$ cat config.mk
export PLATFORM = sky130hd
export DESIGN_NAME = substring_match_finder
export DESIGN_NICKNAME = d
export VERILOG_FILES = /design/src/rtl/smf_pkg.sv /design/src/rtl/smf_front.sv /design/src/rtl/smf_queue.sv /design/src/rtl/smf_back.sv /design/src/rtl/substring_match_finder.sv
export SDC_FILE = /design/constraint.sdc
export NUM_CORES = 1
export LEC_CHECK = 0
export ABC_CLOCK_PERIOD_IN_PS = 8400
export BUFFER_PORTS_ARGS = -buffer_cell sky130_fd_sc_hd__clkbuf_2
export CAP_MARGIN = 20
export CORE_MARGIN = 2
export CORE_UTILIZATION = 50
export CTS_CLUSTER_DIAMETER = 100
export DETAILED_ROUTE_END_ITERATION = 12
export PLACE_DENSITY_LB_ADDON = 0.12
export SETUP_SLACK_MARGIN = 0.05
export SLEW_MARGIN = 25
export SYNTH_ARGS = -nofsm -noshare
export SYNTH_HDL_FRONTEND = slang
export SYNTH_SLANG_ARGS = --single-unit
$ cat constraint.sdc
create_clock -name i_clk -period 8.4 [get_ports i_clk]
set_clock_uncertainty 0.05 [all_clocks]
set_input_delay 1.68 -clock i_clk [delete_from_list [all_inputs] [get_ports i_clk]]
set_output_delay 1.68 -clock i_clk [all_outputs]
set_load 0.02 [all_outputs]
$ cat src/rtl/smf_pkg.sv
// Shared types and constants of the substring match finder.
package smf_pkg;

    localparam int PATTERN_MAX_DEF = 8;
    localparam int TEXT_MAX_DEF    = 4096;
    localparam int MATCH_MAX_DEF   = 128;
    localparam int QUEUE_DEPTH     = 4;

    localparam int PAT_W   = 64;
    localparam int LEN_W   = 4;
    localparam int IDX_W   = 12;
    localparam int TOTAL_W = 8;
    localparam int CFG_W   = 64;
    localparam int CFG_A_W = 1;

    // register indexes on the write port
    localparam logic [CFG_A_W-1:0] CFG_PATTERN_BYTES  = 1'b0;
    localparam logic [CFG_A_W-1:0] CFG_PATTERN_LENGTH = 1'b1;

    // result kinds
    localparam logic KIND_MATCH   = 1'b0;
    localparam logic KIND_SUMMARY = 1'b1;

    typedef struct packed {
        logic [7:0] text_byte;
        logic       end_of_text;
    } t_text_item;

    typedef struct packed {
        logic               kind;
        logic [IDX_W-1:0]   match_start;
        logic [TOTAL_W-1:0] match_total;
        logic               found;
        logic               truncated;
        logic               last;
    } t_result;

    // one classified text request, waiting for the back end
    typedef struct packed {
        logic               has_match;
        logic               has_summary;
        logic [IDX_W-1:0]   m_start;
        logic [TOTAL_W-1:0] m_total;
        logic               m_trunc;
        logic [TOTAL_W-1:0] s_total;
        logic               s_found;
        logic               s_trunc;
    } t_entry;

    typedef enum logic {
        BK_FIRST,
        BK_SECOND
    } t_back_state;

endpackage

$ cat src/rtl/smf_front.sv
// Front end: configuration registers, shift window compare and per-text state.
module smf_front #(
    parameter int PATTERN_MAX = smf_pkg::PATTERN_MAX_DEF,
    parameter int TEXT_MAX    = smf_pkg::TEXT_MAX_DEF,
    parameter int MATCH_MAX   = smf_pkg::MATCH_MAX_DEF
) (
    input  logic                          i_clk,
    input  logic                          i_rst_n,
    input  logic                          i_cfg_we,
    input  logic [smf_pkg::CFG_A_W-1:0]   i_cfg_idx,
    input  logic [smf_pkg::CFG_W-1:0]     i_cfg_data,
    input  logic                          i_accept,
    input  smf_pkg::t_text_item           i_item,
    output logic                          o_push,
    output smf_pkg::t_entry               o_entry
);

    localparam int RW  = ((PATTERN_MAX > 1) ? (PATTERN_MAX - 1) : 1) * 8;
    localparam int FW  = RW + 8;
    localparam int PW  = $clog2(TEXT_MAX + 1);
    localparam int PWX = (PW > smf_pkg::IDX_W) ? PW : smf_pkg::IDX_W;
    localparam int CW  = $clog2(MATCH_MAX + 1);
    localparam int CWX = (CW > smf_pkg::TOTAL_W) ? CW : smf_pkg::TOTAL_W;

    logic [smf_pkg::PAT_W-1:0] r_pat;
    logic [smf_pkg::LEN_W-1:0] r_len;
    logic [RW-1:0]             r_win,  n_win;
    logic [PW-1:0]             r_pos,  n_pos;
    logic [CW-1:0]             r_cnt,  n_cnt;
    logic                      r_drop, n_drop;

    logic [FW-1:0] full_win;
    logic          text_full;
    logic [PW-1:0] pos_inc;
    logic          len_ok;
    logic          sel_hit;
    logic          hit;
    logic          report;
    logic [CW-1:0] cnt_new;
    logic          drop_new;
    logic [PW-1:0] start_pos;
    logic [PWX-1:0] start_ext;
    logic [CWX-1:0] cnt_ext;
    logic [PATTERN_MAX:1] len_hit;

    assign full_win  = {r_win, i_item.text_byte};
    assign text_full = (r_pos >= PW'(TEXT_MAX));
    assign pos_inc   = r_pos + PW'(1);
    assign len_ok    = (r_len != '0) && (r_len <= smf_pkg::LEN_W'(PATTERN_MAX))
                       && (pos_inc >= PW'(r_len));

    // one comparator row per pattern length; newest byte sits at the bottom
    always_comb begin
        len_hit = '1;
        sel_hit = 1'b0;
        for (int l = 1; l <= PATTERN_MAX; l++) begin
            for (int i = 0; i < PATTERN_MAX; i++) begin
                if (i < l) begin
                    if (full_win[(l-1-i)*8 +: 8] != r_pat[i*8 +: 8]) begin
                        len_hit[l] = 1'b0;
                    end
                end
            end
            if (r_len == smf_pkg::LEN_W'(l)) begin
                sel_hit = len_hit[l];
            end
        end
    end

    assign hit       = !text_full && len_ok && sel_hit;
    assign report    = hit && (r_cnt < CW'(MATCH_MAX));
    assign cnt_new   = r_cnt + CW'(report);
    assign drop_new  = r_drop || text_full || (hit && !report);
    assign start_pos = pos_inc - PW'(r_len);
    assign start_ext = PWX'(start_pos);
    assign cnt_ext   = CWX'(cnt_new);

    always_comb begin
        o_entry             = '0;
        o_entry.has_match   = report;
        o_entry.has_summary = i_item.end_of_text;
        o_entry.m_start     = start_ext[smf_pkg::IDX_W-1:0];
        o_entry.m_total     = cnt_ext[smf_pkg::TOTAL_W-1:0];
        o_entry.m_trunc     = r_drop;
        o_entry.s_total     = cnt_ext[smf_pkg::TOTAL_W-1:0];
        o_entry.s_found     = (cnt_new != '0);
        o_entry.s_trunc     = drop_new;
    end

    assign o_push = i_accept && (report || i_item.end_of_text);

    always_comb begin
        n_win  = r_win;
        n_pos  = r_pos;
        n_cnt  = r_cnt;
        n_drop = r_drop;
        if (i_accept) begin
            if (i_item.end_of_text) begin
                n_win  = '0;
                n_pos  = '0;
                n_cnt  = '0;
                n_drop = 1'b0;
            end else if (text_full) begin
                n_drop = 1'b1;
            end else begin
                n_win  = full_win[RW-1:0];
                n_pos  = pos_inc;
                n_cnt  = cnt_new;
                n_drop = drop_new;
            end
        end
    end

    always_ff @(posedge i_clk) begin
        if (!i_rst_n) begin
            r_pat  <= '0;
            r_len  <= '0;
            r_win  <= '0;
            r_pos  <= '0;
            r_cnt  <= '0;
            r_drop <= 1'b0;
        end else begin
            r_win  <= n_win;
            r_pos  <= n_pos;
            r_cnt  <= n_cnt;
            r_drop <= n_drop;
            if (i_cfg_we) begin
                unique case (i_cfg_idx)
                    smf_pkg::CFG_PATTERN_BYTES:  r_pat <= i_cfg_data;
                    smf_pkg::CFG_PATTERN_LENGTH: r_len <= i_cfg_data[smf_pkg::LEN_W-1:0];
                    default: ;
                endcase
            end
        end
    end

endmodule

$ cat src/rtl/smf_queue.sv
// Short register queue of classified requests between front and back end.
module smf_queue #(
    parameter int DEPTH = smf_pkg::QUEUE_DEPTH
) (
    input  logic            i_clk,
    input  logic            i_rst_n,
    input  logic            i_push,
    input  smf_pkg::t_entry i_entry,
    output logic            o_full,
    input  logic            i_pop,
    output logic            o_empty,
    output smf_pkg::t_entry o_head
);

    localparam int AW = (DEPTH > 1) ? $clog2(DEPTH) : 1;
    localparam int NW = $clog2(DEPTH + 1);

    smf_pkg::t_entry r_mem [DEPTH];
    logic [AW-1:0]   r_wr, n_wr;
    logic [AW-1:0]   r_rd, n_rd;
    logic [NW-1:0]   r_num, n_num;
    logic            do_push, do_pop;

    assign o_full  = (r_num == NW'(DEPTH));
    assign o_empty = (r_num == '0);
    assign o_head  = r_mem[r_rd];
    assign do_push = i_push && !o_full;
    assign do_pop  = i_pop && !o_empty;

    always_comb begin
        n_wr  = r_wr;
        n_rd  = r_rd;
        n_num = r_num;
        if (do_push) begin
            n_wr = (r_wr == AW'(DEPTH - 1)) ? '0 : r_wr + AW'(1);
        end
        if (do_pop) begin
            n_rd = (r_rd == AW'(DEPTH - 1)) ? '0 : r_rd + AW'(1);
        end
        if (do_push && !do_pop) begin
            n_num = r_num + NW'(1);
        end else if (do_pop && !do_push) begin
            n_num = r_num - NW'(1);
        end
    end

    always_ff @(posedge i_clk) begin
        if (!i_rst_n) begin
            r_wr  <= '0;
            r_rd  <= '0;
            r_num <= '0;
        end else begin
            r_wr  <= n_wr;
            r_rd  <= n_rd;
            r_num <= n_num;
        end
    end

    always_ff @(posedge i_clk) begin
        if (do_push) begin
            r_mem[r_wr] <= i_entry;
        end
    end

endmodule

$ cat src/rtl/smf_back.sv
// Back end: expands a queued request into one or two results, output register.
module smf_back (
    input  logic            i_clk,
    input  logic            i_rst_n,
    input  logic            i_q_empty,
    input  smf_pkg::t_entry i_head,
    output logic            o_q_pop,
    input  logic            i_pop,
    output logic            o_empty,
    output smf_pkg::t_result o_result
);

    smf_pkg::t_back_state r_state, n_state;
    smf_pkg::t_result     r_out, n_out;
    logic                 r_valid, n_valid;
    logic                 load;
    logic                 sel_summary;

    assign load = !i_q_empty && (!r_valid || i_pop);

    // next state: only a request with both a match and a summary takes two turns
    always_comb begin
        n_state = r_state;
        if (load) begin
            unique case (r_state)
                smf_pkg::BK_FIRST:
                    n_state = (i_head.has_match && i_head.has_summary) ?
                              smf_pkg::BK_SECOND : smf_pkg::BK_FIRST;
                smf_pkg::BK_SECOND:
                    n_state = smf_pkg::BK_FIRST;
                default:
                    n_state = smf_pkg::BK_FIRST;
            endcase
        end
    end

    always_comb begin
        sel_summary = (r_state == smf_pkg::BK_SECOND) || !i_head.has_match;
        o_q_pop     = load && (sel_summary || !i_head.has_summary);
        n_out       = r_out;
        if (load) begin
            if (sel_summary) begin
                n_out.kind        = smf_pkg::KIND_SUMMARY;
                n_out.match_start = '0;
                n_out.match_total = i_head.s_total;
                n_out.found       = i_head.s_found;
                n_out.truncated   = i_head.s_trunc;
                n_out.last        = 1'b1;
            end else begin
                n_out.kind        = smf_pkg::KIND_MATCH;
                n_out.match_start = i_head.m_start;
                n_out.match_total = i_head.m_total;
                n_out.found       = 1'b1;
                n_out.truncated   = i_head.m_trunc;
                n_out.last        = 1'b0;
            end
        end
        if (load) begin
            n_valid = 1'b1;
        end else if (i_pop) begin
            n_valid = 1'b0;
        end else begin
            n_valid = r_valid;
        end
    end

    always_ff @(posedge i_clk) begin
        if (!i_rst_n) begin
            r_state <= smf_pkg::BK_FIRST;
            r_valid <= 1'b0;
        end else begin
            r_state <= n_state;
            r_valid <= n_valid;
        end
    end

    always_ff @(posedge i_clk) begin
        r_out <= n_out;
    end

    assign o_empty  = !r_valid;
    assign o_result = r_out;

endmodule

$ cat src/rtl/substring_match_finder.sv
// Top level of the streaming substring match finder.
//
// Streaming substring search over a text given one byte per request. The
// pattern (up to PATTERN_MAX bytes, first byte in bits 7:0) and its length
// are written on the configuration port while the block is idle; a length of
// zero or above PATTERN_MAX never matches. Each text byte is compared, in
// the same cycle it is taken, against the last pattern-length bytes of a
// shift window, so a new byte is taken every cycle while the request queue
// has room: one byte per cycle sustained. Every match (overlaps included)
// gives a match report with its start index; the byte flagged end_of_text
// gives a summary with the count, found and truncated flags, and then clears
// the per-text state. A byte that both matches and ends the text gives two
// results, and the result side hands out one result per cycle while it is
// not stalled, so such a byte occupies it for both; the four-deep request
// queue between the compare front end and the result back end soaks that
// up. A result passes through the request queue and then the output
// register before it appears on o_result. Counts saturate at MATCH_MAX and
// bytes beyond TEXT_MAX are ignored; both set the truncated flag.
module substring_match_finder #(
    parameter int PATTERN_MAX = smf_pkg::PATTERN_MAX_DEF,
    parameter int TEXT_MAX    = smf_pkg::TEXT_MAX_DEF,
    parameter int MATCH_MAX   = smf_pkg::MATCH_MAX_DEF
) (
    input  logic                        i_clk,
    input  logic                        i_rst_n,
    // configuration write port
    input  logic                        i_cfg_we,
    input  logic [smf_pkg::CFG_A_W-1:0] i_cfg_idx,
    input  logic [smf_pkg::CFG_W-1:0]   i_cfg_data,
    // text side
    input  logic                        push,
    output logic                        full,
    input  smf_pkg::t_text_item         i_text_item,
    // result side
    output logic                        empty,
    input  logic                        pop,
    output smf_pkg::t_result            o_result
);

    logic            accept;
    logic            q_push;
    logic            q_full;
    logic            q_pop;
    logic            q_empty;
    smf_pkg::t_entry q_in;
    smf_pkg::t_entry q_head;

    // a request is taken whenever the queue can hold whatever it might produce
    assign full   = q_full;
    assign accept = push && !q_full;

    smf_front #(
        .PATTERN_MAX (PATTERN_MAX),
        .TEXT_MAX    (TEXT_MAX),
        .MATCH_MAX   (MATCH_MAX)
    ) u_front (
        .i_clk      (i_clk),
        .i_rst_n    (i_rst_n),
        .i_cfg_we   (i_cfg_we),
        .i_cfg_idx  (i_cfg_idx),
        .i_cfg_data (i_cfg_data),
        .i_accept   (accept),
        .i_item     (i_text_item),
        .o_push     (q_push),
        .o_entry    (q_in)
    );

    // requests that give no result never enter the queue
    smf_queue #(
        .DEPTH (smf_pkg::QUEUE_DEPTH)
    ) u_queue (
        .i_clk   (i_clk),
        .i_rst_n (i_rst_n),
        .i_push  (q_push),
        .i_entry (q_in),
        .o_full  (q_full),
        .i_pop   (q_pop),
        .o_empty (q_empty),
        .o_head  (q_head)
    );

    // match report first, summary second, one per cycle unless the output stalls
    smf_back u_back (
        .i_clk     (i_clk),
        .i_rst_n   (i_rst_n),
        .i_q_empty (q_empty),
        .i_head    (q_head),
        .o_q_pop   (q_pop),
        .i_pop     (pop),
        .o_empty   (empty),
        .o_result  (o_result)
    );

endmodule

### After elaboration in Yosys (flattened, before gate mapping)

Memories as Yosys holds them, arrays and structs flattened. A register that Yosys moved wholly into a read port is not among the register bits.
Index checks and enable logic that the tools add are counted.

* memories kept: 1
* bits in registers: 179
* logic and storage cells: 182
* RAM bits: 132
* input bits: 79
* output and inout bits: 26

* reduce and logical (&&, ||, !) cells: 38
* $lt $le $gt $ge: 4
* bitwise gates (word level): 2
* multiplexer cells: 65
* $add $sub $neg: 7
* equal/unequal tests: 48

Memory list
* u_queue.r_mem: words 4, bits a word 33, read ports 1, clocked after Yosys merged registers in 1, write ports 1, RTL line smf_queue.sv:18 `smf_pkg::t_entry r_mem [DEPTH];`

Operators by type and width (number)
* inequality test 8 bit: 36
* two-way mux 56 bit: 2
* two-way mux 1 bit: 51
* two-way mux 13 bit: 2
* two-way mux 24 bit: 1
* == test 4 x 3 -> 1 bit (second input constant): 4
* two-way mux 8 bit: 2
* logical AND 1 bit: 15
* adder 13 x 1 -> 13 bit (second input constant): 1
* >= comparator 13 bit (second input constant): 1
* >= comparator 13 x 4 -> 1 bit: 1
* subtractor 12 x 4 -> 12 bit: 1
* zero test 1 bit: 9
* adder 8 x 1 -> 8 bit: 1
* == test 4 x 2 -> 1 bit (second input constant): 2
* < comparator 8 bit (second input constant): 1
* two-way mux 2 bit: 4
* nonzero test 8 bit: 1
* logical OR 1 bit: 6
* two-way mux 3 bit: 2
* AND reduction 2 bit: 3
* adder 2 x 1 -> 2 bit (second input constant): 2
* == test 2 bit (second input constant): 2
* == test 4 x 1 -> 1 bit (second input constant): 1
* other kinds (11): 13

### Depth between registers and ports, before layout

* depth after elaboration: 19
* gate-level depth with buffers: 19
* gate-level depth less buffers: 17

### Cells and area by module

From an unflattened synthesis, not the netlist that was laid out.

* cells, all modules: 1503
* area total of the unflattened synthesis: 15995.3 um2

By module, submodules not included
* smf_front: times used 1, area an instance 9646.8 um2, cells an instance 1217, sequential area each 2922.8 um2
* smf_queue: times used 1, area an instance 5288.8 um2, cells an instance 224, sequential area each 4144.0 um2
* smf_back: times used 1, area an instance 1046.0 um2, cells an instance 61, sequential area each 730.7 um2
* substring_match_finder: times used 1, area an instance 13.8 um2, cells an instance 1, sequential area each 0.0 um2

### Worst setup path before layout

OpenSTA, ideal clock, no wires.

* path kind: input -> register
* start: input port i_text_item[4] (netlist bit)
* end: memory u_queue.r_mem[0][1] (netlist bit) (data pin)
* arrival: 4.654 ns
* required time: 8.070 ns
* library setup time: 0.280 ns
* buffers on the path: 1
* path slack: 3.415 ns
* cell stages on the path: 15
* cell sequence: buf_1 xor2_1 nor4_1 nand4_1 or4_1 o32a_1 nor3_1 o21a_1 ha_1 and3_1 nand3_1 or2_2 xnor2_1 nor3_1 nand3_1

RTL lines
* start, declared: RTL line substring_match_finder.sv:33 `input smf_pkg::t_text_item i_text_item,`
* end, declared: RTL line smf_queue.sv:18

==> impl_metrics.tcl <==
set metrics [dict create \
    grt_max_degree 82 \
    floorplan.io_pins 105 \
    clock_sink_count 280 \
    area_growth_pct 10.19 \
    library_cells_used_by_synthesis 52 \
    final.min_clock_period_ps 5180 \
    grt_usage_pct 28.19 \
    cts_htree_levels 1 \
    synth-edff-count 123 \
    fin_crit_sh_pct 61.67 \
    criticalPathCategory "in2reg" \
    detail_routed_via_count_per_cell 5.670 \
    wire_per_inst_um 23.59 \
    cts_root_buf "sky130_fd_sc_hd__clkbuf_16" \
    hold_start "u_front.r_pat[56]" \
    drt_wl_total_mm 43.14 \
    power_leakage_uw 0.006248 \
    arrival_time_of_the_worst_setup_path_ps 5410 \
    grt_pass1_vias 10360 \
    min_to "u_front.r_pat[56]" \
    power.density_nw_per_um2 227.5 \
    grt_first_pass_wirelength_mm 65.06 \
    main_flop_type_after_synthesis "sky130_fd_sc_hd__dfxtp_1" \
    initial_utilization_pct 50.99 \
    n_antenna_cell 0 \
    row_count 62 \
    cp_top_family "simple AND/OR/NAND/NOR gates" \
    startpoint_type "input pin" \
    timing.rr.end "u_queue.r_mem[0][1]" \
    endpoint_kind "flop" \
    hold_class "reg2reg" \
    worstPathCellList "clkbuf_2 > xor2_1 > nor4_1 > nand4_1 > nor4_1 > a21oi_1 > a31oi_1 > o21a_1 > ha_1 > and3_1 > nand3_1 > or2_2 > xnor2_1 > nor3_1 > nand3_1" \
    synthesis.yosys.warnings 0 \
    async_reset_ff_share_pct 0 \
    die_width_um 175.3 \
    layout.area.seq_sq_um 6838 \
    grt_overflow_total 0 \
    synth-seq-cells 280 \
    area_taken_by_multi_input_logic_gates_sq_um 7226 \
    design_power_total_uw 3679 \
    ir_worst_vdd_uv 138.3 \
    clkTransAtPathRegs_ps 60 \
    drt.antenna.violating_nets 0 \
    hold_path_stages 2 \
    cts-resized-gates 0 \
    timing.reg2reg.worst_path_depth 14 \
    worstPathBufferInverterCount 1 \
    drtPass1Iterations 5 \
    timing.final.max_slew_violations 0 \
    syn-cell-area_sq_um 14680 \
    slew_headroom_pct 32.92 \
    area_of_the_core_sq_um 28780 \
    critical_path.max_fanout 9 \
    outcome "complete, no violations" \
    dieArea_sq_um 30740 \
    preCtsSetupSlack_ps 2713 \
    max-clock-path-buffers 3 \
    post-route-drc-count 0 \
    final_layout_size_suffix_gt1_share_pct 13.84 \
    post_cts_setup_buffer_count 0 \
    tightest_slew_ps 997.1 \
    critical_path.reg2reg.startpoint "u_front.r_pat[8]" \
    final_net_count 1521 \
    required_ps 8630 \
    critical_path_cell_with_the_highest_stage_delay "sky130_fd_sc_hd__nor4_1" \
    tritoncts "built" \
    drv_cap 0 \
    layout.filler_cells 2500 \
    timing.final.setup_violations 0 \
    fin_setup_tns_ps 0 \
    synthesis.nets 1524 \
    fp.dieH_um 175.3 \
    drt_iter0_markers 684 \
    crit_path_max_incr_delay_ps 440 \
    post_synthesis_cell_count 1429 \
    regToRegSetupSlack_ps 3580 \
    synth_area_per_cell_sq_um 10.27 \
    post_cts_hold_buffer_count 0 \
    rsz0062_at_grt "false" \
    insertion_delay_ps 570 \
    port_buffers 104 \
    detailroute.via_count 10370 \
    grt_antenna_before_repair 0 \
    max_clock_freq_mhz 193.1 \
    place_congestion 0.9809 \
    finalWorstSetupSlack_ps 3220 \
    cts_made_buffers 29 \
    hpwl_dp_mm 30.47 \
    seq_total_area_yosys_pct 46.59 \
    final-hold-violation-count 0 \
]
==> flip-flops by register name, summed over array words and instances, names as in the netlist, 2 cells and up, named ones only <==
name             count
u_front.r_pat       64
u_front.r_pos       13
u_front.r_cnt        8
u_queue.r_num        3
u_queue.r_wr         2
u_queue.r_rd         2
u_front.r_len        4
u_back.o_result     23
u_front.r_win       56
u_queue.r_mem      100
==> layout make-up <==
class                      instances  share of cell area [%]
clock inverter                     5                  0.4024
multi-input combinational        981                   44.68
sequential                       280                   42.29
clock buffer                      45                   5.424
inverter                          17                  0.3946
tap                              384                   2.971
timing repair buffer             117                   3.838
==> routing by layer <==
layer  global-route usage [%]  up-vias  wire length, um
met5                        0        -                0
met4                    13.06        0             2422
met3                    3.528      103             1872
met2                    49.62      302            21190
met1                    34.44     5053            17660
li1                         -     4913                -
==> cells in the mapped netlist, types with 3 or more instances <==
master / number / area [sq um]
sky130_fd_sc_hd__xor2_1: 178 / 1559
sky130_fd_sc_hd__dfxtp_1: 157 / 3143
sky130_fd_sc_hd__nand2_1: 157 / 589.3
sky130_fd_sc_hd__xnor2_1: 136 / 1191
sky130_fd_sc_hd__edfxtp_1: 123 / 3694
sky130_fd_sc_hd__clkbuf_1: 118 / 442.9
sky130_fd_sc_hd__nor2b_1: 88 / 550.5
sky130_fd_sc_hd__a21boi_0: 71 / 533.0
sky130_fd_sc_hd__a22oi_1: 68 / 510.5
sky130_fd_sc_hd__nor4_1: 51 / 319.1
sky130_fd_sc_hd__nand4_1: 48 / 300.3
sky130_fd_sc_hd__buf_1: 30 / 112.6
sky130_fd_sc_hd__mux4_2: 25 / 563.0
sky130_fd_sc_hd__nor2_1: 20 / 75.07
sky130_fd_sc_hd__nand3_1: 19 / 95.09
sky130_fd_sc_hd__inv_1: 17 / 63.81
sky130_fd_sc_hd__nor3_1: 16 / 80.08
sky130_fd_sc_hd__ha_1: 14 / 175.2
sky130_fd_sc_hd__and2_1: 13 / 81.33
sky130_fd_sc_hd__o21ai_0: 13 / 65.06
sky130_fd_sc_hd__a21oi_1: 9 / 45.04
sky130_fd_sc_hd__a31oi_1: 5 / 31.28
sky130_fd_sc_hd__mux2i_1: 4 / 40.04
sky130_fd_sc_hd__or3_1: 4 / 25.02
sky130_fd_sc_hd__or4_1: 4 / 30.03
sky130_fd_sc_hd__a21o_1: 3 / 22.52
sky130_fd_sc_hd__and3_1: 3 / 18.77
sky130_fd_sc_hd__nand2b_1: 3 / 18.77
sky130_fd_sc_hd__nor3b_1: 3 / 22.52
==> how the worst max path moves through the flow <==
stage,from,to,slack (ps),cells after the start
6_report,i_text_item[8],u_queue.r_mem[0][1],3220,15
3_5_place_dp,i_text_item[8],u_queue.r_mem[0][1],2710,15
5_1_grt,i_text_item[8],u_queue.r_mem[0][1],2980,15
2_1_floorplan,i_text_item[4],u_queue.r_mem[0][1],3420,15
3_3_place_gp,i_text_item[8],u_queue.r_mem[0][1],2920,15
4_1_cts,i_text_item[8],u_queue.r_mem[0][1],3280,15
==> per-stage QoR <==
stage               cells  hold slack, ps  util, %  cell area (sq um)
finish               1829           434.2    56.19              16170
global route         1829           478.0    56.19              16170
CTS                  1829           440.3    56.19              16170
detailed placement   1779           431.1    52.91              15230
global placement     1779           421.9    52.91              15230
floorplan            1429           405.3        -              14680
==> layout by cell type, fill, tap and decap left out, types with 19 or more instances in the layout <==
cell type	Yosys	routed
sky130_fd_sc_hd__mux4_2	25	25
sky130_fd_sc_hd__xnor2_1	136	136
sky130_fd_sc_hd__xor2_1	178	178
sky130_fd_sc_hd__clkbuf_2	0	103
sky130_fd_sc_hd__dfxtp_1	157	156
sky130_fd_sc_hd__nor4_1	51	51
sky130_fd_sc_hd__a21boi_0	71	71
sky130_fd_sc_hd__nor2_1	20	20
sky130_fd_sc_hd__nor2b_1	88	87
sky130_fd_sc_hd__nand4_1	48	48
sky130_fd_sc_hd__a22oi_1	68	68
sky130_fd_sc_hd__nand3_1	19	19
sky130_fd_sc_hd__edfxtp_1	123	123
sky130_fd_sc_hd__clkbuf_16	0	29
sky130_fd_sc_hd__nand2_1	157	157
==> cells by family after synthesis <==
family	after synthesis	share of synthesized area [%]
buf+inv	168	4.382
mux	31	4.263
flops	280	46.59
xor+xnor	314	18.74
simple gates	436	15.53
compound gates	184	9.029
fa+ha+maj	16	1.466
==> worst register-to-register path, cell delays in order, from the launching register on <==
cell	delay, ps
sky130_fd_sc_hd__dfxtp_1	780
sky130_fd_sc_hd__xor2_1	140
sky130_fd_sc_hd__nor4_1	660
sky130_fd_sc_hd__nand4_1	170
sky130_fd_sc_hd__nor4_1	440
sky130_fd_sc_hd__a21oi_1	170
sky130_fd_sc_hd__a31oi_1	360
sky130_fd_sc_hd__o21a_1	320
sky130_fd_sc_hd__ha_1	240
sky130_fd_sc_hd__and3_1	160
sky130_fd_sc_hd__nand3_1	150
sky130_fd_sc_hd__or2_2	340
sky130_fd_sc_hd__xnor2_1	210
sky130_fd_sc_hd__nor3_1	200
sky130_fd_sc_hd__nand3_1	150
==> power by group <==
group	internal (uW)	switching (uW)
registers	1580	103
clock network	744	519
logic	297	438
total	2620	1060
No activity file was read; power rests on OpenSTA's default activity.
